$ cat config.mk
export PLATFORM = sky130hd
export DESIGN_NAME = gpu_push_buffer_method_parser_core_flat
export DESIGN_NICKNAME = d
export VERILOG_FILES = /design/src/design/gpbmp_pkg.sv /design/src/design/gpbmp_in_if.sv /design/src/design/gpbmp_out_if.sv /design/src/design/gpu_push_buffer_method_parser_core.sv /design/src/design/gpbmp_front.sv /design/src/design/gpbmp_queue.sv /design/src/design/gpbmp_back.sv /design/src/flat_wrapper.sv
export SDC_FILE = /design/constraint.sdc
export NUM_CORES = 1
export LEC_CHECK = 0
export BUFFER_PORTS_ARGS = -buffer_cell sky130_fd_sc_hd__buf_2
export CAP_MARGIN = 25
export CORE_MARGIN = 4
export CORE_UTILIZATION = 32
export DETAILED_ROUTE_END_ITERATION = 12
export SETUP_SLACK_MARGIN = 0.05
export SYNTH_ARGS = -nofsm -noshare
export SYNTH_HDL_FRONTEND = slang
export SYNTH_SLANG_ARGS = --single-unit
$ cat constraint.sdc
create_clock -name clk -period 6.6 [get_ports clk]
set_input_delay 0.33 -clock clk [delete_from_list [all_inputs] [get_ports clk]]
set_output_delay 0.33 -clock clk [all_outputs]
set_load 0.02 [all_outputs]
$ cat src/design/gpbmp_pkg.sv
package gpbmp_pkg;

  // Header decode
  localparam logic [31:0] HDR_MASK    = 32'hE003_0003;
  localparam logic [31:0] HDR_INC     = 32'h0000_0000;
  localparam logic [31:0] HDR_NONINC  = 32'h4000_0000;
  localparam logic [10:0] COUNT_MASK  = 11'h7FF;
  localparam logic [15:0] METHOD_MASK = 16'h1FFC;
  localparam logic [15:0] DRAW_METHOD = 16'h17FC;

  localparam int LEN_W = 24;
  localparam int CNT_W = 24;

  // result_kind codes
  localparam logic KIND_WRITE   = 1'b0;
  localparam logic KIND_SUMMARY = 1'b1;

  // Front-to-back queue
  localparam int QUEUE_DEPTH = 4;

  // One accepted word after classification: a method write, a summary, or both.
  typedef struct packed {
    logic             has_write;
    logic             has_sum;
    logic [2:0]       subchannel;
    logic [15:0]      method_address;
    logic [31:0]      method_value;
    logic [CNT_W-1:0] methods_issued;
    logic [CNT_W-1:0] draws_counted;
  } evt_t;

endpackage

$ cat src/design/gpbmp_in_if.sv
interface gpbmp_in_if;
  logic        valid;
  logic        ready;
  logic [31:0] data_word;

  modport source (output valid, output data_word, input ready);
  modport sink   (input valid, input data_word, output ready);
endinterface

$ cat src/design/gpbmp_out_if.sv
interface gpbmp_out_if;
  logic        valid;
  logic        ready;
  logic        result_kind;
  logic [2:0]  subchannel;
  logic [15:0] method_address;
  logic [31:0] method_value;
  logic [23:0] methods_issued;
  logic [23:0] draws_counted;
  logic        last;

  modport source (
    output valid, output result_kind, output subchannel, output method_address,
    output method_value, output methods_issued, output draws_counted, output last,
    input ready
  );
  modport sink (
    input valid, input result_kind, input subchannel, input method_address,
    input method_value, input methods_issued, input draws_counted, input last,
    output ready
  );
endinterface

$ cat src/design/gpu_push_buffer_method_parser_core.sv
// Channel   Dir  Handshake        Word contents
// in_chan   in   valid / ready    data_word[31:0]: next command buffer word
// out_chan  out  valid / ready    kind, subchannel, address, value, counts, last
// cfg_*     in   cfg_we only      cfg_wdata[23:0]: buffer length in words
//
// One word is accepted per cycle while the queue has room; the decode and
// counter step happen at the accepting edge. A word that gives a write plus
// the end-of-buffer summary yields two results on out_chan, which leave at
// 1 result per cycle while out_chan.ready is high. An accepted word is written
// to the queue at the accepting edge and then loaded into the output register.
// Synchronous active-low reset clears parser state, queue and output valid.
// in_chan.ready drops only when the 4-entry front/back queue is full.

module gpu_push_buffer_method_parser_core #(
  parameter int POSITION_WIDTH = 24
) (
  input  logic                        clk,
  input  logic                        rst_n,
  gpbmp_in_if.sink                    in_chan,
  gpbmp_out_if.source                 out_chan,
  input  logic                        cfg_we,
  input  logic [gpbmp_pkg::LEN_W-1:0] cfg_wdata
);

  // buffer length register; the user must write it only while idle, the block does not enforce this
  logic [gpbmp_pkg::LEN_W-1:0] buf_len_r;

  always_ff @(posedge clk) begin
    if (!rst_n) begin
      buf_len_r <= '0;
    end else if (cfg_we) begin
      buf_len_r <= cfg_wdata;
    end
  end

  logic            q_push, q_pop, q_full, q_empty;
  gpbmp_pkg::evt_t q_in, q_head;

  // front: header decode, position tracking, method/draw counters
  gpbmp_front #(
    .POSITION_WIDTH (POSITION_WIDTH)
  ) u_front (
    .clk           (clk),
    .rst_n         (rst_n),
    .in_chan       (in_chan),
    .buffer_length (buf_len_r),
    .q_full        (q_full),
    .push          (q_push),
    .evt           (q_in)
  );

  // short queue decouples the decoder from output stalls
  gpbmp_queue u_queue (
    .clk       (clk),
    .rst_n     (rst_n),
    .push      (q_push),
    .push_data (q_in),
    .full      (q_full),
    .pop       (q_pop),
    .empty     (q_empty),
    .head      (q_head)
  );

  // back: splits a write+summary entry into two results, drives the output register
  gpbmp_back u_back (
    .clk      (clk),
    .rst_n    (rst_n),
    .empty    (q_empty),
    .head     (q_head),
    .pop      (q_pop),
    .out_chan (out_chan)
  );

endmodule

$ cat src/design/gpbmp_front.sv
module gpbmp_front #(
  parameter int POSITION_WIDTH = 24
) (
  input  logic                          clk,
  input  logic                          rst_n,
  gpbmp_in_if.sink                      in_chan,
  input  logic [gpbmp_pkg::LEN_W-1:0]   buffer_length,
  input  logic                          q_full,
  output logic                          push,
  output gpbmp_pkg::evt_t               evt
);

  // wide enough for position + 1 + count and for the length, no wrap
  localparam int CMP_W = (POSITION_WIDTH + 12 > gpbmp_pkg::LEN_W) ?
                         POSITION_WIDTH + 12 : gpbmp_pkg::LEN_W;

  logic [POSITION_WIDTH-1:0]     pos_r,    pos_nxt;
  logic [10:0]                   remain_r, remain_nxt;
  logic [15:0]                   method_r, method_nxt;
  logic [2:0]                    sub_r,    sub_nxt;
  logic                          inc_r,    inc_nxt;
  logic                          pend_r,   pend_nxt;
  logic [gpbmp_pkg::CNT_W-1:0]   mcnt_r,   mcnt_nxt;
  logic [gpbmp_pkg::CNT_W-1:0]   dcnt_r,   dcnt_nxt;

  logic        accept;
  logic [31:0] w;
  logic [31:0] form;
  logic        is_inc, is_non;
  logic [10:0] hdr_cnt;
  logic [15:0] hdr_method;
  logic [CMP_W-1:0] span, len_ext, pos_p1;
  logic        final_word;

  assign in_chan.ready = !q_full;
  assign accept        = in_chan.valid && in_chan.ready;
  assign w             = in_chan.data_word;

  assign form       = w & gpbmp_pkg::HDR_MASK;
  assign is_inc     = (form == gpbmp_pkg::HDR_INC);
  assign is_non     = (form == gpbmp_pkg::HDR_NONINC);
  assign hdr_cnt    = w[28:18] & gpbmp_pkg::COUNT_MASK;
  assign hdr_method = w[15:0] & gpbmp_pkg::METHOD_MASK;

  assign len_ext    = CMP_W'(buffer_length);
  assign pos_p1     = CMP_W'(pos_r) + CMP_W'(1);
  assign span       = pos_p1 + CMP_W'(hdr_cnt);
  assign final_word = (pos_p1 >= len_ext);

  always_comb begin
    pos_nxt    = pos_r + POSITION_WIDTH'(1);
    remain_nxt = remain_r;
    method_nxt = method_r;
    sub_nxt    = sub_r;
    inc_nxt    = inc_r;
    pend_nxt   = pend_r;
    mcnt_nxt   = mcnt_r;
    dcnt_nxt   = dcnt_r;
    evt        = '0;

    if (remain_r != 11'd0) begin
      // data word of an open method
      evt.has_write      = 1'b1;
      evt.subchannel     = sub_r;
      evt.method_address = method_r;
      evt.method_value   = w;
      mcnt_nxt           = mcnt_r + gpbmp_pkg::CNT_W'(1);
      if (pend_r) begin
        if (w != 32'd0) begin
          dcnt_nxt = dcnt_r + gpbmp_pkg::CNT_W'(1);
        end
        pend_nxt = 1'b0;
      end
      if (inc_r) begin
        method_nxt = method_r + 16'd4;
      end
      remain_nxt = remain_r - 11'd1;
    end else if (w != 32'd0 && (is_inc || is_non)) begin
      // header: dropped on zero count or overrun of the buffer end
      if (hdr_cnt != 11'd0 && span <= len_ext) begin
        remain_nxt = hdr_cnt;
        method_nxt = hdr_method;
        sub_nxt    = w[15:13];
        inc_nxt    = is_inc;
        pend_nxt   = is_inc && (hdr_method == gpbmp_pkg::DRAW_METHOD);
      end
    end

    evt.has_sum        = final_word;
    evt.methods_issued = mcnt_nxt;
    evt.draws_counted  = dcnt_nxt;

    if (final_word) begin
      pos_nxt    = '0;
      remain_nxt = '0;
      method_nxt = '0;
      sub_nxt    = '0;
      inc_nxt    = 1'b0;
      pend_nxt   = 1'b0;
      mcnt_nxt   = '0;
      dcnt_nxt   = '0;
    end
  end

  assign push = accept && (evt.has_write || evt.has_sum);

  always_ff @(posedge clk) begin
    if (!rst_n) begin
      pos_r    <= '0;
      remain_r <= '0;
      method_r <= '0;
      sub_r    <= '0;
      inc_r    <= 1'b0;
      pend_r   <= 1'b0;
      mcnt_r   <= '0;
      dcnt_r   <= '0;
    end else if (accept) begin
      pos_r    <= pos_nxt;
      remain_r <= remain_nxt;
      method_r <= method_nxt;
      sub_r    <= sub_nxt;
      inc_r    <= inc_nxt;
      pend_r   <= pend_nxt;
      mcnt_r   <= mcnt_nxt;
      dcnt_r   <= dcnt_nxt;
    end
  end

endmodule

$ cat src/design/gpbmp_queue.sv
module gpbmp_queue (
  input  logic            clk,
  input  logic            rst_n,
  input  logic            push,
  input  gpbmp_pkg::evt_t push_data,
  output logic            full,
  input  logic            pop,
  output logic            empty,
  output gpbmp_pkg::evt_t head
);

  localparam int PTR_W = $clog2(gpbmp_pkg::QUEUE_DEPTH);
  localparam int CNT_W = $clog2(gpbmp_pkg::QUEUE_DEPTH + 1);

  gpbmp_pkg::evt_t  slots [gpbmp_pkg::QUEUE_DEPTH];
  logic [PTR_W-1:0] wr_ptr_r, wr_ptr_nxt;
  logic [PTR_W-1:0] rd_ptr_r, rd_ptr_nxt;
  logic [CNT_W-1:0] count_r,  count_nxt;

  assign full  = (count_r == CNT_W'(gpbmp_pkg::QUEUE_DEPTH));
  assign empty = (count_r == '0);
  assign head  = slots[rd_ptr_r];

  always_comb begin
    wr_ptr_nxt = push ? wr_ptr_r + PTR_W'(1) : wr_ptr_r;
    rd_ptr_nxt = pop  ? rd_ptr_r + PTR_W'(1) : rd_ptr_r;
    count_nxt  = count_r + CNT_W'(push) - CNT_W'(pop);
  end

  always_ff @(posedge clk) begin
    if (push) begin
      slots[wr_ptr_r] <= push_data;
    end
  end

  always_ff @(posedge clk) begin
    if (!rst_n) begin
      wr_ptr_r <= '0;
      rd_ptr_r <= '0;
      count_r  <= '0;
    end else begin
      wr_ptr_r <= wr_ptr_nxt;
      rd_ptr_r <= rd_ptr_nxt;
      count_r  <= count_nxt;
    end
  end

endmodule

$ cat src/design/gpbmp_back.sv
module gpbmp_back (
  input  logic            clk,
  input  logic            rst_n,
  input  logic            empty,
  input  gpbmp_pkg::evt_t head,
  output logic            pop,
  gpbmp_out_if.source     out_chan
);

  logic                        valid_r,  valid_nxt;
  logic                        phase_r,  phase_nxt;  // write of a two-result entry sent
  logic                        kind_r,   kind_nxt;
  logic [2:0]                  sub_r,    sub_nxt;
  logic [15:0]                 addr_r,   addr_nxt;
  logic [31:0]                 value_r,  value_nxt;
  logic [gpbmp_pkg::CNT_W-1:0] mi_r,     mi_nxt;
  logic [gpbmp_pkg::CNT_W-1:0] dc_r,     dc_nxt;
  logic                        last_r,   last_nxt;

  logic load, take, send_write;

  assign load       = !valid_r || out_chan.ready;
  assign take       = load && !empty;
  assign send_write = head.has_write && !phase_r;

  always_comb begin
    valid_nxt = take || (valid_r && !out_chan.ready);
    phase_nxt = phase_r;
    kind_nxt  = kind_r;
    sub_nxt   = sub_r;
    addr_nxt  = addr_r;
    value_nxt = value_r;
    mi_nxt    = mi_r;
    dc_nxt    = dc_r;
    last_nxt  = last_r;
    pop       = 1'b0;
    if (take) begin
      if (send_write) begin
        kind_nxt  = gpbmp_pkg::KIND_WRITE;
        sub_nxt   = head.subchannel;
        addr_nxt  = head.method_address;
        value_nxt = head.method_value;
        mi_nxt    = '0;
        dc_nxt    = '0;
        last_nxt  = !head.has_sum;
        phase_nxt = head.has_sum;
        pop       = !head.has_sum;
      end else begin
        kind_nxt  = gpbmp_pkg::KIND_SUMMARY;
        sub_nxt   = '0;
        addr_nxt  = '0;
        value_nxt = '0;
        mi_nxt    = head.methods_issued;
        dc_nxt    = head.draws_counted;
        last_nxt  = 1'b1;
        phase_nxt = 1'b0;
        pop       = 1'b1;
      end
    end
  end

  always_ff @(posedge clk) begin
    if (!rst_n) begin
      valid_r <= 1'b0;
      phase_r <= 1'b0;
    end else begin
      valid_r <= valid_nxt;
      phase_r <= phase_nxt;
    end
    kind_r  <= kind_nxt;
    sub_r   <= sub_nxt;
    addr_r  <= addr_nxt;
    value_r <= value_nxt;
    mi_r    <= mi_nxt;
    dc_r    <= dc_nxt;
    last_r  <= last_nxt;
  end

  assign out_chan.valid          = valid_r;
  assign out_chan.result_kind    = kind_r;
  assign out_chan.subchannel     = sub_r;
  assign out_chan.method_address = addr_r;
  assign out_chan.method_value   = value_r;
  assign out_chan.methods_issued = mi_r;
  assign out_chan.draws_counted  = dc_r;
  assign out_chan.last           = last_r;

endmodule

$ cat src/flat_wrapper.sv
// flat-port wrapper written by rule: the top's interface ports become plain ports
module gpu_push_buffer_method_parser_core_flat 
#(
  parameter int POSITION_WIDTH = 24
)
  (clk, rst_n, cfg_we, cfg_wdata, in_chan_valid, in_chan_data_word, in_chan_ready, out_chan_valid, out_chan_result_kind, out_chan_subchannel, out_chan_method_address, out_chan_method_value, out_chan_methods_issued, out_chan_draws_counted, out_chan_last, out_chan_ready);
  gpbmp_in_if in_chan_i ();
  gpbmp_out_if out_chan_i ();
  input  logic clk;
  input  logic rst_n;
  input  logic cfg_we;
  input  logic [gpbmp_pkg::LEN_W-1:0] cfg_wdata;
  input wire logic [$bits(in_chan_i.valid)-1:0] in_chan_valid;
  input wire logic [$bits(in_chan_i.data_word)-1:0] in_chan_data_word;
  output wire logic [$bits(in_chan_i.ready)-1:0] in_chan_ready;
  output wire logic [$bits(out_chan_i.valid)-1:0] out_chan_valid;
  output wire logic [$bits(out_chan_i.result_kind)-1:0] out_chan_result_kind;
  output wire logic [$bits(out_chan_i.subchannel)-1:0] out_chan_subchannel;
  output wire logic [$bits(out_chan_i.method_address)-1:0] out_chan_method_address;
  output wire logic [$bits(out_chan_i.method_value)-1:0] out_chan_method_value;
  output wire logic [$bits(out_chan_i.methods_issued)-1:0] out_chan_methods_issued;
  output wire logic [$bits(out_chan_i.draws_counted)-1:0] out_chan_draws_counted;
  output wire logic [$bits(out_chan_i.last)-1:0] out_chan_last;
  input wire logic [$bits(out_chan_i.ready)-1:0] out_chan_ready;
  assign in_chan_i.valid = in_chan_valid;
  assign in_chan_i.data_word = in_chan_data_word;
  assign in_chan_ready = in_chan_i.ready;
  assign out_chan_valid = out_chan_i.valid;
  assign out_chan_result_kind = out_chan_i.result_kind;
  assign out_chan_subchannel = out_chan_i.subchannel;
  assign out_chan_method_address = out_chan_i.method_address;
  assign out_chan_method_value = out_chan_i.method_value;
  assign out_chan_methods_issued = out_chan_i.methods_issued;
  assign out_chan_draws_counted = out_chan_i.draws_counted;
  assign out_chan_last = out_chan_i.last;
  assign out_chan_i.ready = out_chan_ready;
  gpu_push_buffer_method_parser_core #(.POSITION_WIDTH(POSITION_WIDTH)) u_core (.clk(clk), .rst_n(rst_n), .in_chan(in_chan_i), .out_chan(out_chan_i), .cfg_we(cfg_we), .cfg_wdata(cfg_wdata));
endmodule
# Yosys cells after proc, flatten, opt, wreduce, memory -nomap -nowiden
# Memory sizes are Yosys's and may differ from the RTL's. A register that Yosys moved wholly into a read port is not among the register bits.
# Cells that the tools add are included.
# totals
latchBits	0
out_inout_bits	103
word_cells	108
n_memories	1
mem_bits_rw	404
reg_bits	238
mem_bits_ro	0
in_bits	61
# classes
multipliers	0
shifts	0
eq_ne	5
n_lt_le_gt_ge	2
n_mux	38
div	0
n_reduce_logical	30
n_bitwise	0
addsub	11
# memory_table
name	words	width	rd	rd_ports_with_merged_regs	wr	line	rtl
u_core.u_queue.slots	4	101	1	1	1	gpbmp_queue.sv:15	gpbmp_pkg::evt_t slots [gpbmp_pkg::QUEUE_DEPTH];
# op_table
cell	count
two-way mux 24 bit	7
two-way mux 16 bit	5
adder 24 x 1 -> 24 bit (second input constant)	3
two-way mux 51 bit	1
two-way mux 11 bit	4
logical NOT 32 bit	1
nonzero test 32 bit	1
adder 25 x 11 -> 26 bit	1
<= comparator 26 x 24 -> 1 bit	1
adder 24 x 1 -> 25 bit (second input constant)	1
greater-or-equal comparator 25 x 24 -> 1 bit	1
nonzero test 11 bit	2
adder 16 x 3 -> 16 bit (second input constant)	1
two-way mux 1 bit	15
two-way mux 3 bit	4
equality test 11 bit (second input constant)	1
subtractor 11 x 1 -> 11 bit (second input constant)	1
logical AND 1 bit	8
AND reduction 4 bit	2
equality test 7 x 6 -> 1 bit (second input constant)	1
logical NOT 1 bit	6
nonzero test 3 bit	2
adder 2 x 1 -> 2 bit (second input constant)	2
logical OR 1 bit	4
9 further kinds	11

# Longest topological paths before layout
# Gate-level depths: netlist (run 1).
# depth
ltp_word	8
ltp_mapped	25
depth_no_buf	23

# By module
# From an unflattened synthesis (run 1), not the netlist that was laid out.
# unflattened
hier_cells	2009
area_unflattened_um2	28290.9
# modules_own_cells
mod	cells_per_inst	seq_area_each_um2	n_inst	area_per_inst_um2
gpbmp_queue	570	12311.8	1	15019.4
gpbmp_front	1139	2042.0	1	8493.1
gpbmp_back	223	3072.9	1	3848.7
gpu_push_buffer_method_parser_core	77	480.5	1	929.6

# Worst setup path after synthesis (run 1)
# Ideal clock, no wire load.
# synth_path
path_type	reg2reg
from	reg u_core.u_queue.count_r[1]
to	reg u_core.u_queue.count_r[2]
period_less_slack_ns	7.080
path_buffers	0
arrival_time_ns	6.953
setup_slack_ns	-0.480
path_stages_with_launch	11
setup_time_ns	0.128
t_required_ns	6.472
cell_sequence	dfxtp_1 -> nor3_1 -> a21oi_1 -> nor2b_1 -> ha_1 -> inv_1 -> ha_1 -> inv_1 -> fa_1 -> xnor2_1 -> nor2_1
# synth_between
word_cells_on_any_way	10
cone_classes	add/sub (2); eq/ne (1); mux (1); reduce/logical (6)
# synth_lines
element	line	rtl
start, declared	gpbmp_queue.sv:18	logic [CNT_W-1:0] count_r, count_nxt;
start signal, assigned	gpbmp_queue.sv:44	count_r <= count_nxt;
logical NOT 3 bit	gpbmp_queue.sv:21	assign empty = (count_r == '0);
logical NOT 1 bit	gpbmp_back.sv:23	assign take = load && !empty;
logical AND 1 bit	gpbmp_back.sv:23	
via u_core.u_back.take	gpbmp_back.sv:20	logic load, take, send_write;
two-way mux 1 bit	gpbmp_back.sv:37	if (take) begin
via u_core.q_pop	gpu_push_buffer_method_parser_core.sv:36	logic q_push, q_pop, q_full, q_empty;
subtractor 3 x 1 -> 3 bit	gpbmp_queue.sv:27	count_nxt = count_r + CNT_W'(push) - CNT_W'(pop);
# The timed path passes the listed nets, and every way through them passes these cells.
# A chain may end at the register's enable or synchronous reset.

# Final worst setup path (run 1)
# layout_path
from	reg u_core.u_front.pos_r[0]
to	reg u_core.u_front.method_r[4]
# layout_between
elab_chain_cells	6
word_cells_on_any_way	10
cone_classes	add/sub (2); order compare (2); eq/ne (1); mux (1); reduce/logical (4)
# layout_lines
element	line	rtl
start, declared	gpbmp_front.sv:17	logic [POSITION_WIDTH-1:0] pos_r, pos_nxt;
start signal, assigned	gpbmp_front.sv:118	pos_r <= pos_nxt;
adder 24 x 1 -> 25 bit (*)	gpbmp_front.sv:46	assign pos_p1 = CMP_W'(pos_r) + CMP_W'(1);
adder 25 x 11 -> 26 bit	gpbmp_front.sv:47	assign span = pos_p1 + CMP_W'(hdr_cnt);
<= comparator 26 x 24 -> 1 bit	gpbmp_front.sv:80	if (hdr_cnt != 11'd0 && span <= len_ext) begin
logical AND 1 bit	gpbmp_front.sv:80	
nonzero test 3 bit (no source line)	--	
AND reduction 4 bit (no source line)	--	
end signal, assigned	gpbmp_front.sv:120	method_r <= method_nxt;
end, declared	gpbmp_front.sv:19	logic [15:0] method_r, method_nxt;
# Every way passes the cells marked *; elsewhere a longest branch is shown, timed or not.

==> metrics.md, run 1 <==
| Metric | Value |
|---|---|
| Most frequent cells in the layout | edfxtp_1 (500), buf_2 (163), and2_1 (150) |
| CP max FO | 13 |
| Worst-Skew Late Latency | 0.60 ns |
| Actual slew at the worst max-slew pin | 0.9867 ns |
| ANT nets after route | 0 |
| Clk sinks | 637 |
| CTS tree | built |
| Worst setup margin | 0.6733 ns |
| DR iter-0 viols | 1207 |
| Post-Synth Simple-Gate Area | 12.67% |
| Wire per inst | 19.54 um |
| Filler Cell Count | 8084 |
| CTS Root Cell | clkbuf_16 |
| Core Rows | 107 |
| Layout cells sized above 1 | 19.58% |
| Initial Util | 32.48% |
| Worst Path Class, Setup | reg2reg |
| FF+latch area | 17760 um^2 |
| Initial antenna violation count | 5 |
| Yosys warns | 0 |
| Req. time, crit path | 7.10 ns |
| Cells after synthesis | 2015 |
| Final Power | 13760 uW |
| Rel. slew slack | 34.07% |
| CP endpoint kind | register |
| H-tree Lvls | 3 |
| RSZ-0062 raised after global routing | no |
| Total length of routed wires | 66.49 mm |
| Post-CTS Setup Inserts | 0 |
| Number of synthesized flops with an enable pin | 500 |
| TritonCTS buffer count | 70 |
| Setup-failing EPs final | 0 |
| Vias | 17030 |
| Ys flop type | edfxtp_1 |
| Port-buffer cells | 163 |
| Xor/xnor cell area share of the yosys netlist | 3.169% |
| Adder-cell area share of the yosys netlist | 3.376% |
| HPWL Detailed | 42.40 mm |
| Max VDD drop | 0.0002924 V |
| Status | complete, no violations |
| GR Overflow Total | 0 |
| Residual DRC | 0 |
| Clock tree buffer depth | 3 |
| CTS clk-pin slew, worst paths | 0.06 ns |
| Crit path DAT | 6.43 ns |
| Final slew viol count | 0 |
| Max_cap viols | 0 |
| Final setup TNS | 0 ns |
| Area taken by multi-input logic gates | 9543 um^2 |
| Clk_skew | 0.02333 ns |
| Setup WS pre-CTS | 0.5709 ns |
| Syn avg cell area | 13.83 um^2 |
| Die height | 303.1 um |
| Core Area | 85820 um^2 |
| Die X | 303.1 um |
| Largest net degree at the start of global routing | 90 |
| Most common cell after layout, fill and taps aside | edfxtp_1 |
| First-pass GRT wire length | 102.6 mm |
| Maximum clock frequency | 168.7 MHz |
| I/O pins | 164 |
| Vias in the first global route | 17610 |
| Mux cell area share after synthesis | 9.262% |
| Tot GR Track Use | 14.40% |
| Type of origin of the critical path | register |
| Yosys cell types | 73 |
| DRT Pass-1 Iters | 5 |
| Post-synthesis sequential area ratio | 63.71% |
| Synth Cell Area | 27870 um^2 |
| Lkg Pwr | 0.01167 uW |
| Final Hold Viols | 0 |
| Min-Delay Path Class | in2reg |
| Vias/cell | 5.005 |
| Final RePlAce weighted congestion | 0.8212 |
| Die Area | 91880 um^2 |
| Final worst path period need | 5.927 ns |
| PD cells | 421.0 nW/um^2 |
| Largest family of logic cells by synthesized area | simple AND/OR/NAND/NOR gates |
| Synth Register Bits | 637 |
| Synth-to-layout area growth | 17.26% |
| Compound-cell area share of the yosys netlist | 5.441% |
| Fin nets | 2336 |
| Async SR Flop Fraction | 0% |
| Fin crit share | 89.80% |
## cell usage after synthesis, types with 19 or more instances
cell type  instances  area (um^2)
ha_1              72        900.9
dfxtp_1          137         2743
or3_1             23        143.9
a21oi_1          102        510.5
nor2_1           127        476.7
mux4_2            99         2230
and3_1            31        193.9
nand3_1           62        310.3
and2_1           155        969.7
nand4_1           24        150.1
inv_1             59        221.5
xnor2_1           64        560.5
mux2i_1           34        340.3
edfxtp_1         500        15010
nor4_1            19        118.9
nor3_1            42        210.2
xor2_1            35        306.5
nand2_1          104        390.4
o21ai_0           49        245.2
buf_1             19        71.32
clkbuf_1          77        289.0
## flip-flops by register name, summed over array words and instances, names as in the netlist, 11 cells and up, named ones only
register	count
u_core.u_queue.slots	400
u_core.buf_len_r	24
u_core.u_back.out_chan.methods_issued	24
u_core.u_front.dcnt_r	24
u_core.u_back.out_chan.method_value	32
u_core.u_front.method_r	14
u_core.u_front.mcnt_r	24
u_core.u_back.out_chan.draws_counted	24
u_core.u_back.out_chan.method_address	15
u_core.u_front.remain_r	11
u_core.u_front.pos_r	24
## worst paths after layout
kind	depth (start not counted)	end	slack, ns	start
setup / recovery	23	u_core.u_front.method_r[4]	0.67	u_core.u_front.pos_r[0]
setup reg to reg	23	u_core.u_front.method_r[4]	0.67	u_core.u_front.pos_r[0]
hold reg to reg	2	u_core.u_front.pend_r	0.45	u_core.u_front.pend_r
hold / removal	3	u_core.buf_len_r[21]	0.03	cfg_wdata[21]
## logic make-up (layout without fill, tap and decap cells)
logic type	after synthesis	after routing
and+or+nand+nor	653	653
DFF	637	637
AOI/OAI and AO/OA	251	251
buffers and inverters	165	404
muxes	134	134
xor gates and xnor gates	100	100
adders and majority gates	74	74
other	1	5
## critical path, cell delays in order (launching register included)
cell and delay [ns]:
dfxtp_1 0.52, ha_1 0.37, nand3_1 0.27, xnor2_1 0.34, ha_1 0.36, a21o_1 0.18, a21oi_1 0.19, a21oi_1 0.09
a211oi_1 0.26, buf_4 0.19, o21ai_4 0.09, and2b_1 0.21, a21oi_1 0.15, nor2_1 0.07, ha_1 0.17, a211oi_1 0.26
nor3b_1 0.08, or3_1 0.40, a211oi_1 0.26, nand3_1 0.13, a21oi_2 0.32, and3_4 0.33, o21ai_2 0.24, o32ai_1 0.36
## area by class of cell
cell class | instances | share of cell area [%]
flip-flops and latches | 637 | 54.36
multi-input cells | 1216 | 29.20
clock buffers | 95 | 6.022
well taps | 1144 | 4.380
repair buffers | 217 | 4.319
clock inverters | 33 | 1.034
inverters | 59 | 0.6815
diodes | 1 | 0.007657
## stage by stage
stage,hold slack (ns),area (um^2),util (%),instances
after floorplan,0.4242,27890,-,2018
after global placement,0.4315,30070,35.03,3248
after detailed placement,0.4418,30070,35.03,3248
after CTS,0.009498,32590,37.98,3398
after global routing,0.03177,32680,38.08,3401
final,0.03111,32680,38.08,3402
## power breakdown
| group | internal, uW | switching [uW] |
|---|---|---|
| Clock | 2330 | 1570 |
| Combinational | 1460 | 2430 |
| Sequential | 5640 | 329 |
## repair_timing
item / in CTS / in global routing
hold endpoints to repair: 22 / 0
hold buffers: 22 / 0
endpoints found under the setup margin: 0 / 19
resized for setup: 0 / 2
## per-layer routing
metal / GRT usage, % / routed length, um / share of wire [%] / vias to the layer above
li1: - / - / - / 7940
met1: 18.95 / 29070 / 44 / 8590
met2: 24.55 / 32760 / 49 / 410
met3: 2.176 / 3201 / 4.8 / 87
met4: 4.608 / 1461 / 2.2 / 0
met5: 0 / 0 / 0 / -
Note: power is estimated with default switching activity, not from simulation.
==> run 2: changes to the inputs <==
Settings changed: CORE_UTILIZATION 32 to 45.
==> metrics.md, run 2 (synthesis results as in run 1) <==
| Metric | Value |
|---|---|
| Most common cell after layout, fill and taps aside | edfxtp_1 |
| Clk pwr share | 27.4% (-1.0 points) |
| Port-buffer cells | 163 (unchanged) |
| Finished Cell Area | 31990 um^2 (-2.1%) |
| CTS tree | built |
| Final Hold Viols | 0 (unchanged) |
| Setup-failing EPs final | 0 (unchanged) |
| Max reg flops | 400 (unchanged) |
| H-tree Lvls | 3 (unchanged) |
| Setup WS pre-CTS | 0.6063 ns (+0.03534 ns) |
| HPWL Detailed | 39.57 mm (-6.7%) |
| Most flops, register | u_core.u_queue.slots |
| Core Area | 60810 um^2 (-29%) |
| Most frequent cells in the layout | edfxtp_1 (500), buf_2 (163), and2_1 (150) |
| Vias | 16770 (-1.5%) |
| DR iter-0 viols | 1139 (-5.6%) |
| Core Rows | 90 (-16%) |
| Sw frac | 31.35% (-0.069 points) |
| Hold_sp | cfg_wdata[20] |
| Max_cap viols | 0 (unchanged) |
| Req. time, crit path | 7.14 ns (+0.04 ns) |
| Clock tree buffer depth | 3 (unchanged) |
| Crit path DAT | 6.63 ns (+0.20 ns) |
| DRT Pass-1 Iters | 6 (+1) |
| Final slew viol count | 0 (unchanged) |
| Worst Path Class, Setup | reg2reg |
| Vias/cell | 5.526 (+10%) |
| Final setup TNS | 0 ns (unchanged) |
| Layout cells sized above 1 | 19.05% (-0.53 points) |
| Tot GR Track Use | 18.76% (+4.4 points) |
| Residual DRC | 0 (unchanged) |
| Placed cells | 2890 (-11%) |
| Initial Util | 45.83% (+13 points) |
| Worst R2R End | u_core.u_front.remain_r[3] |
| PD cells | 421.2 nW/um^2 (about the same) |
| Fin crit share | 92.27% (+2.5 points) |
| Post-Place Cell Area | 29610 um^2 (-1.5%) |
| Max VDD drop | 0.0002222 V (-24%) |
| Synth-to-layout area growth | 14.77% |
| Die height | 256.9 um (-15%) |
| Largest net degree at the start of global routing | 86 (-4.4%) |
| Status | complete, no violations |
| Type of origin of the critical path | register |
| Worst-Skew Late Latency | 0.60 ns (about the same) |
| Die X | 256.9 um (-15%) |
| Total length of routed wires | 62.26 mm (-6.4%) |
| GR Overflow Total | 0 (unchanged) |
| Fin nets | 2337 (+0.043%) |
| Worst setup margin | 0.5102 ns (-0.1630 ns) |
| Vias in the first global route | 16930 (-3.9%) |
| Die Area | 65980 um^2 (-28%) |
| Maximum clock frequency | 164.2 MHz (-2.7%) |
| Clk sinks | 637 (unchanged) |
| Actual slew at the worst max-slew pin | 0.9980 ns (+0.01134 ns) |
| Rel. slew slack | 33.47% (-0.60 points) |
| Combinational Power Share | 28.7% (+0.5 points) |
| First-pass GRT wire length | 97.78 mm (-4.7%) |
| Final worst path period need | 6.090 ns (+0.1630 ns) |
| Sequential Power Share | 43.9% (+0.5 points) |
| CP endpoint kind | register |
| CTS clk-pin slew, worst paths | 0.06 ns (about the same) |
| Final RePlAce weighted congestion | 0.8971 (+9.2%) |
| CTS Root Cell | clkbuf_16 |
| Reg2Reg Setup Slack | 0.51 ns (-0.16 ns) |
| I/O pins | 164 (unchanged) |
| Lkg Pwr | 0.01155 uW (-0.95%) |
| Worst Hold Path EP | u_core.buf_len_r[20] |
| Worst Reg-to-Reg Cells | 22 (-4.3%) |
| TritonCTS buffer count | 70 (unchanged) |
| Post-CTS Setup Inserts | 0 (unchanged) |
| CP max FO | 24 (+11) |
| Wire per inst | 20.51 um (+5.0%) |
| Psw | 4225 uW (-2.3%) |
| PostCTS Resize Cnt | 0 (unchanged) |
| RR Startpoint | u_core.u_front.pos_r[0] |
| P_int | 9250 uW (-2.0%) |
| Hold path depth | 3 (unchanged) |
| RSZ-0062 raised after global routing | no |
| Initial antenna violation count | 2 (-3) |
| ANT nets after route | 0 (unchanged) |
| Clk_skew | 0.01763 ns (-0.005699 ns) |
| Final std cells w/o fill | 3035 (-11%) |
| Min-Delay Path Class | in2reg |
-- run 2: what timing repair did --
item / CTS / global route
endpoints found under the setup margin: 0 / 0
endpoints found under the hold margin: 22 / 0
hold buffers: 22 / 0
-- run 2: metrics by stage --
| step | power [uW] | util, % | hold WS (ns) |
|---|---|---|---|
| 2_1_floorplan | 8646 | - | 0.4242 |
| 3_3_place_gp | 9844 | 48.69 | 0.4327 |
| 3_5_place_dp | 9949 | 48.69 | 0.4447 |
| 4_1_cts | 13680 | 52.60 | 0.003886 |
| 5_1_grt | 14200 | 52.60 | 0.006579 |
| 6_report | 13470 | 52.60 | 0.01275 |
-- run 2: power groups by stage --
stage          clock network [uW]  registers [uW]  logic (uW)
5_1_grt                      3960            6000        4240
2_1_floorplan                   0            6410        2240
3_5_place_dp                    0            6020        3930
3_3_place_gp                    0            5970        3870
4_1_cts                      3790            5940        3950
6_report                     3690            5920        3860
-- run 2: worst max path at each step --
| stage | startpoint | to | slack [ns] | depth (start not counted) |
|---|---|---|---|---|
| floorplan | u_core.u_front.pos_r[0] | u_core.u_queue.slots[1][0] | 0.66 | 14 |
| global placement | u_core.u_front.pos_r[0] | u_core.u_front.method_r[7] | 0.67 | 22 |
| detailed placement | u_core.u_front.pos_r[0] | u_core.u_front.method_r[7] | 0.61 | 22 |
| CTS | u_core.u_front.pos_r[0] | u_core.u_front.method_r[7] | 0.58 | 22 |
| global route | u_core.u_front.pos_r[0] | u_core.u_front.remain_r[1] | 0.08 | 22 |
| finish | u_core.u_front.pos_r[0] | u_core.u_front.remain_r[3] | 0.51 | 22 |
-- run 2: metal layers --
metal | track usage [%] | share of wire (%)
met1 | 25.45 | 45
met2 | 31.68 | 49
met3 | 3.156 | 4.3
met4 | 5.031 | 2.1
met5 | 0 | 0
-- run 2: final cells by class --
type                            count  area, um^2
Fill cell                        5082       28820
Inverter                           59       222.7
Sequential cell                   637       17760
Antenna cell                        1       2.502
Clock buffer                       83        1810
Tap cell                          782       978.4
Clock inverter                     39       349.1
Multi-Input combinational cell   1216        9527
Timing Repair Buffer              218        1334
-- run 2: critical path, stage by stage, from the launching register on --
cell	delay, ns
dfxtp_1	0.50
ha_1	0.36
nand3_1	0.27
xnor2_1	0.34
ha_1	0.35
a21o_1	0.18
a21oi_1	0.19
a21oi_1	0.09
a211oi_1	0.52
o21ai_4	0.17
and2b_1	0.24
a21oi_1	0.15
nor2_1	0.07
ha_1	0.17
a211oi_1	0.26
nor3b_1	0.07
or3_1	0.39
a211oi_1	0.25
nand3_1	0.10
a21oi_1	0.37
a21oi_2	0.34
a2111oi_0	0.49
a31o_2	0.16
==> run 3: changes to the inputs <==
Settings changed: CTS_BUF_LIST set to sky130_fd_sc_hd__clkbuf_4 sky130_fd_sc_hd__clkbuf_8.
==> metrics.md, run 3 (synthesis results as in run 1) <==
| Metric | Value |
|---|---|
| RSZ-0062 raised after global routing | no |
| Critical path cell sequence | ha_1, nand3_1, xnor2_1, ha_1, a21o_1, a21oi_1, a21oi_1, a211oi_1, o21ai_4, and2b_1, a21oi_1, nor2_1, ha_1, a211oi_1, nor3b_1, or3_1, a211oi_1, nand3_1, a21oi_1, a21oi_2, a2111oi_0, a31o_2 |
| Vias/cell | 5.499 (-0.49%) |
| Rel. slew slack | 32.08% (-1.4 points) |
| CTS tree | built |
| Final worst path period need | 6.140 ns (+0.05050 ns) |
| Vias | 17170 (+2.4%) |
| Most frequent cell on the critical path | a21oi_1 |
| Wire per inst | 20.14 um (-1.8%) |
| Initial Util | 45.83% (unchanged) |
| Clock tree buffer depth | 3 (unchanged) |
| Die Area | 65980 um^2 (unchanged) |
| CP max-delay cell | a211oi_1 |
| H-tree Lvls | 3 (unchanged) |
| Port-buffer cells | 163 (unchanged) |
| Total length of routed wires | 62.88 mm (+1.0%) |
| Tot GR Track Use | 18.90% (+0.14 points) |
| Die X | 256.9 um (unchanged) |
| PostCTS Resize Cnt | 0 (unchanged) |
| Filler Cell Count | 5137 (+1.1%) |
| Max reg flops | 400 (unchanged) |
| Vias in the first global route | 17290 (+2.1%) |
| First-pass GRT wire length | 98.70 mm (+0.94%) |
| Fin crit share | 93.03% (+0.77 points) |
| Layout cells sized above 1 | 21.98% (+2.9 points) |
| Area taken by multi-input logic gates | 9527 um^2 (unchanged) |
| Req. time, crit path | 7.24 ns (+0.10 ns) |
| Lkg Pwr | 0.01171 uW (+1.4%) |
| Worst-Skew Late Latency | 0.70 ns (+0.10 ns) |
| Die height | 256.9 um (unchanged) |
| CP max FO | 24 (unchanged) |
| Status | complete, no violations |
| DRT Pass-1 Iters | 7 (+1) |
| Critical path buffer and inverter count | 0 (unchanged) |
| Clk_skew | 0.03062 ns (+0.01300 ns) |
| CP endpoint kind | register |
| Most flops, register | u_core.u_queue.slots |
| Setup WS pre-CTS | 0.6063 ns (unchanged) |
| Crit path DAT | 6.78 ns (+0.15 ns) |
| Worst setup margin | 0.4597 ns (-0.05050 ns) |
| Max_cap viols | 0 (unchanged) |
| GR Overflow Total | 0 (unchanged) |
| Actual slew at the worst max-slew pin | 1.019 ns (+0.02078 ns) |
| CTS Root Cell | clkbuf_8 |
| Final RePlAce weighted congestion | 0.8971 (unchanged) |
| Initial antenna violation count | 3 (+1) |
| Setup-failing EPs final | 0 (unchanged) |
| Min-Delay Path Class | in2reg |
| Final setup TNS | 0 ns (unchanged) |
| Fin nets | 2388 (+2.2%) |
| Core Rows | 90 (unchanged) |
| CTS clk-pin slew, worst paths | 0.06 ns (about the same) |
| ANT nets after route | 0 (unchanged) |
| Kind of cell adding the most delay to the critical path | compound AO/OA/AOI/OAI gates |
| PD cells | 411.4 nW/um^2 (-2.3%) |
| Clk sinks | 637 (unchanged) |
| CP peak stage delay | 0.53 ns (about the same) |
| FF+latch area | 17760 um^2 (unchanged) |
| Residual DRC | 0 (unchanged) |
| Type of origin of the critical path | register |
| Cts hold-fix bufs | 40 (+82%) |
| Final slew viol count | 0 (unchanged) |
| Core Area | 60810 um^2 (unchanged) |
| Post-CTS Setup Inserts | 0 (unchanged) |
| I/O pins | 164 (unchanged) |
| Max VDD drop | 0.0002232 V (+0.46%) |
| Final Hold Viols | 0 (unchanged) |
| DR iter-0 viols | 1121 (-1.6%) |
| TritonCTS buffer count | 103 (+47%) |
| Most frequent cells in the layout | edfxtp_1 (500), buf_2 (163), and2_1 (150) |
| Largest net degree at the start of global routing | 86 (unchanged) |
| HPWL Detailed | 39.57 mm (unchanged) |
| Most common cell after layout, fill and taps aside | edfxtp_1 |
| Worst Path Class, Setup | reg2reg |
| Maximum clock frequency | 162.9 MHz (-0.82%) |
| Synth-to-layout area growth | 15.24% |
[run 3: final cells by class]
cell class,instances,share of cell area [%]
inverters,59,0.6934
multi-input cells,1216,29.66
clock buffers,162,5.988
flip-flops and latches,637,55.31
diodes,2,0.01558
repair buffers,236,4.714
well taps,782,3.046
clock inverters,28,0.5688
[run 3: final timing paths]
check,startpoint,endpoint,slack (ns),depth (start not counted)
worst max register to register,u_core.u_front.pos_r[0],u_core.u_front.remain_r[3],0.46,22
worst min register to register,u_core.u_front.pend_r,u_core.u_front.pend_r,0.45,2
worst min-delay path,in_chan_data_word[8],u_core.u_front.method_r[8],0.08,3
worst max-delay path,u_core.u_front.pos_r[0],u_core.u_front.remain_r[3],0.46,22
[run 3: metrics by stage]
step                      util, %  instances  hold WS, ns  cell area (um^2)  total power (uW)
after floorplan                 -       2018       0.4242             27890              8646
after global placement      48.69       2890       0.4327             29610              9844
after detailed placement    48.69       2890       0.4447             29610              9949
after CTS                   52.81       3120     0.001844             32110             13410
after global routing        52.82       3122      0.03286             32120             13960
final                       52.82       3122      0.07815             32120             13210
[run 3: power by group]
part / switching [uW] / internal, uW
logic: 2420 / 1450
clock network: 1520 / 1890
registers: 280 / 5640
[run 3: routing by layer]
layer  vias to the layer above  wire length [um]  track usage, %
met5                         -                 0               0
met4                         0               972           5.319
met3                        75              2826           3.029
met2                       426             30930           31.87
met1                      8614             28150           25.68
li1                       8054                 -               -
[run 3: worst reg2reg max path, cell delays in order, from the launching register on]
cell and delay, ns:
dfxtp_1 0.50, ha_1 0.36, nand3_1 0.27, xnor2_1 0.34, ha_1 0.35, a21o_1 0.18, a21oi_1 0.19, a21oi_1 0.09
a211oi_1 0.53, o21ai_4 0.18, and2b_1 0.24, a21oi_1 0.15, nor2_1 0.07, ha_1 0.17, a211oi_1 0.26, nor3b_1 0.07
or3_1 0.39, a211oi_1 0.24, nand3_1 0.10, a21oi_1 0.38, a21oi_2 0.36, a2111oi_0 0.49, a31o_2 0.16
